<file path="src/design/psrl_ram.sv">
// Single-port-write, single-port-read synchronous RAM with a registered read.
module psrl_ram #(
  parameter int unsigned DEPTH = 256,
  parameter int unsigned WIDTH = 8
) (
  input  logic                     clk_i,
  input  logic                     we_i,
  input  logic [$clog2(DEPTH)-1:0] waddr_i,
  input  logic [WIDTH-1:0]         wdata_i,
  input  logic [$clog2(DEPTH)-1:0] raddr_i,
  output logic [WIDTH-1:0]         rdata_o
);

  logic [WIDTH-1:0] mem [DEPTH];

  // Write port.
  always_ff @(posedge clk_i) begin
    if (we_i) begin
      mem[waddr_i] <= wdata_i;
    end
  end

  // Registered read port.
  always_ff @(posedge clk_i) begin
    rdata_o <= mem[raddr_i];
  end

endmodule

</file>
<file path="config.mk">
export PLATFORM = sky130hd
export DESIGN_NAME = psrl_ram
export DESIGN_NICKNAME = d
export VERILOG_FILES = /design/src/design/psrl_ram.sv
export SDC_FILE = /design/constraint.sdc
export NUM_CORES = 2
export LEC_CHECK = 0
export BUFFER_PORTS_ARGS = -buffer_cell sky130_fd_sc_hd__buf_2
export CORE_MARGIN = 10
export CORE_UTILIZATION = 35
export CTS_BUF_LIST = sky130_fd_sc_hd__clkbuf_16
export CTS_CLUSTER_DIAMETER = 50
export DETAILED_ROUTE_END_ITERATION = 6
export GPL_ROUTABILITY_DRIVEN = 0
export PLACE_DENSITY = 0.51
export SLEW_MARGIN = 30
export SYNTH_ARGS = -nofsm -noshare
export SYNTH_HDL_FRONTEND = slang
export SYNTH_SLANG_ARGS = --single-unit
</file>
<file path="constraint.sdc">
create_clock -name clk_i -period 4.3 [get_ports clk_i]
set_input_delay 0.86 -clock clk_i [delete_from_list [all_inputs] [get_ports clk_i]]
set_output_delay 0.86 -clock clk_i [all_outputs]
set_load 0.02 [all_outputs]
</file>
=== After elaboration in Yosys (flattened, before gate mapping) ===
Memories as Yosys holds them, arrays and structs flattened. A register that Yosys moved wholly into a read port is not among the register bits.
Index checks and enable logic that the tools add are counted.

* Memories: 1
* Memory bits (writable): 2048
* Input bits: 26
* Register bits: 0

{| class="wikitable"
|+ Memory list
! memory !! depth !! width !! read ports !! clocked after memory_dff !! write ports !! line !! source
|-
| mem || 256 || 8 || 1 || 1 || 1 || 14 || <nowiki>logic [WIDTH-1:0] mem [DEPTH];</nowiki>
|}

* Multiplexer cells: 2

{| class="wikitable"
|+ Operator list
! cell !! count
|-
| $mux 1 || 2
|}

=== Logic depth before layout (Yosys ltp) ===
* Word-level depth: 2
* Gate-level depth with buffers: 11
* Mapped depth without buffers: 6

=== Worst setup path before layout ===
OpenSTA, ideal clock, no wires.

* Kind: input port to flip-flop
* From: input raddr_i[0]
* To: register rdata_o[2], read port of mem
* Slack: 1502 ps
* Required time: 4169 ps
* Arrival time: 2667 ps
* Stages: 9
* Setup time: 131 ps
* Cell sequence: buf_6 > buf_12 > buf_8 > buf_2 > mux4_2 > a22oi_1 > a21oi_1 > nor4_1 > nor4_2

{| class="wikitable"
|+ RTL lines
! item !! line !! source
|-
| from (decl) || 10 || <nowiki>input logic [$clog2(DEPTH)-1:0] raddr_i,</nowiki>
|-
| to (decl) || 11 || <nowiki>output logic [WIDTH-1:0] rdata_o</nowiki>
|}

==> key figures <==
Setup path
  • Flop2flop setup slack: 1.32 ns
  • CP cell instances: buf_8 -> buf_12 -> mux4_2 -> a22o_1 -> a221oi_1 -> o32ai_1 -> nor3_2 -> nor4_1
  • Reg2Reg Depth: 6
  • Worst setup EP type: register
  • Startpoint types: input pin
  • Max incr delay on CP: 0.72 ns
  • Critical path data arrival time: 4.07 ns
  • Crit path from: raddr_i[0]
  • Worst endpoint required time: 4.98 ns
  • Crit-path slowest cell: a221oi_1
  • Critical path class: in -> reg
  • CP Max Fanout: 49
  • Reg2reg end: rdata_o[3]
  • Reg-to-Reg Start: mem[83][3]

Synthesis
  • Register bit total from synthesis: 2056
  • Syn Area/Cell: 21.31 um^2
  • Synth top cells by count: edfxtp_1 (2048), mux4_2 (454), nor2_1 (282)
  • Most common cell in the synthesized netlist: edfxtp_1
  • Synthesized cell area: 79560 um^2
  • Number of flops mapped to enable cells by yosys: 2048
  • Gate Count Post-Synth: 3733
  • Synth top area cells: edfxtp_1 (77%), mux4_2 (13%), mux2i_1 (1.7%), nor2_1 (1.3%), a22oi_1 (1.3%)
  • Synth unique cells: 55
  • Yosys top cell by area: edfxtp_1
  • Post-synth top flop: edfxtp_1
  • YS warnings: 0
  • Asr flop ratio synth: 0%
  • Post-synth top area share: 77.30%
  • Sequential-to-total area share from yosys stat: 77.50%
  • Syn_nets: 3759

GRT
  • Vias in the first global route: 40293
  • Largest net degree at the start of global routing: 122
  • Initial antenna violation count: 13
  • Grt ovf: 0
  • First-pass GRT wire length: 307000 um
  • Total track usage: 17.26%

Clock tree
  • CTS H-tree lvls: 4
  • Post-CTS setup buffer count: 0
  • Hold buffers post-CTS: 0
  • Worst-path clk slew: 0.06 ns
  • Clk_lat worst skew: 0.85 ns
  • Num CTS Buffers: 215
  • Clock sinks: 2056
  • Root Buffer Master: clkbuf_16
  • CTS tree: done
  • Post-CTS resize count: 0
  • Max clock buf depth: 3

Drt
  • Vias per inst: 5.408
  • Routed WL: 214400 um
  • Via count: 39092
  • Routed length per placed instance: 29.66 um
  • DR iter-0 viols: 4094
  • # DRC: 0
  • First-pass detailed-route iteration total: 5
  • ANT nets after route: 0

Outcome
  • Outcome: finished, final reports clean

Hold path
  • Worst hold-check path type: in -> reg
  • Worst hold stages: 1
  • Hold Crit Start: wdata_i[2]
  • Hold endpoint: mem[82][2]

Die
  • Die width: 496.8 um
  • Top-level I/O count: 34
  • Starting density of the core: 35.27%
  • Core area: 225500 um^2
  • Die area: 246800 um^2
  • Die H: 496.8 um
  • Row cnt: 174

Placement
  • Placed Instance Area: 85070 um^2
  • Pre-CTS setup slack: 0.02313 ns
  • PortBufs: 33
  • Post-DP HPWL: 133900 um

STA
  • Setup WS post-layout: 0.9111 ns
  • RSZ-0062 raised after global routing: false
  • Worst rel slew slack: 23.95%
  • FMAX: 295.1 MHz
  • Minimum clock period: 3.389 ns
  • Slew @ Worst Pin: 1.132 ns
  • Final Setup Violations: 0
  • Final Hold Fails: 0
  • Max Slew Vio Count: 0
  • Final Cycle Share: 78.81%
  • Setup Skew: 0.02804 ns

Power and ir drop
  • Clock network fraction of design power: 42.5%
  • Design Power: 42.32 mW
  • Switching share of power: 22.03%
  • Peak VDD IR: 0.0004582 V
  • P_leak: 28.71 nW
  • PD cells: 460.1 nW/um^2
  • Internal: 33.00 mW
  • Comb pwr share: 5.1%
  • P_sw: 9.321 mW
  • Power share of the sequential group: 52.3%

Finish
  • Layout net count: 4085
  • Area growth syn-to-layout: 15.61%
  • Final Cell Area: 91970 um^2
  • Share of cells above drive strength 1: 26.88%
  • Post-layout util: 40.78%

Run
  • Max cap viols: 0
-- cells by family after synthesis --
family                 synth area share, %
buffers and inverters                1.831
DFF                                  77.50
AOI/OAI and AO/OA                    3.419
and+or+nand+nor                      2.628
muxes                                14.62
-- registers in the layout, summed over array words and instances, names as in the netlist --
name / flops
mem: 2048
rdata_o: 8
-- placed cells by master, fill, tap and decap left out, drive strengths merged, types with 10 or more instances in the layout --
| cell type | count |
|---|---|
| edfxtp | 2048 |
| mux4 | 456 |
| buf | 342 |
| nor2 | 282 |
| clkbuf | 217 |
| mux2i | 134 |
| a22oi | 133 |
| a21oi | 96 |
| clkinv | 96 |
| inv | 57 |
| o221ai | 47 |
| nand3 | 34 |
| nand2 | 33 |
| nor2b | 31 |
| o22ai | 28 |
| nor4 | 27 |
| nor3 | 22 |
| a211oi | 16 |
| bufinv | 16 |
| a221oi | 14 |
| o21ai | 12 |
| nand4 | 10 |
| o211ai | 10 |
-- worst max-delay path: cells and delay by family --
| kind | cells | cell delay (ns) |
|---|---|---|
| AO/OA/AOI/OAI | 3 | 1.28 |
| AND/OR/NAND/NOR | 2 | 0.67 |
| buffers and inverters | 2 | 0.65 |
| multiplexers | 1 | 0.55 |
-- metrics by stage --
stage,std cells,hold slack (ns),setup TNS [ns]
after floorplan,3733,0.7699,0
after global placement,6831,1.046,-0.5629
after detailed placement,6832,1.062,0
after CTS,7224,0.4094,0
after global routing,7226,0.3274,0
final,7229,0.3606,0
-- power groups by stage --
stage	sequential (mW)	combinational, mW	clock (mW)
after floorplan	22.6	1.07	0
after detailed placement	22.6	2.20	0
after global routing	22.1	2.31	19.2
final	22.1	2.18	18.0
after CTS	22.1	2.21	18.3
after global placement	22.6	2.19	0
-- layer usage --
| layer | vias to the layer above | GRT usage (%) | wire length [um] |
|---|---|---|---|
| li1 | 16394 | - | - |
| met1 | 21195 | 24.44 | 92880 |
| met2 | 1205 | 28.30 | 104900 |
| met3 | 298 | 2.742 | 12390 |
| met4 | 0 | 3.645 | 4300 |
| met5 | - | 0 | 0 |
-- cell type report --
class                   instances  area [um^2]
diodes                          3        7.507
clock inverters               175         1393
clock buffers                 217         5430
well taps                    2992         3744
flip-flops and latches       2056        61660
fillers                     19979       133600
inverters                       2        7.507
multi-input cells            1442        16580
repair buffers                342         3153
-- how the worst max path moves through the flow --
stage | slack [ns] | endpoint
final | 0.91 | rdata_o[3]
after global routing | 0.80 | rdata_o[3]
after CTS | 0.94 | rdata_o[3]
after detailed placement | 0.02 | rdata_o[3]
after global placement | -0.33 | rdata_o[3]
after floorplan | 1.50 | rdata_o[2]
Note: power is estimated with default switching activity, not from simulation.
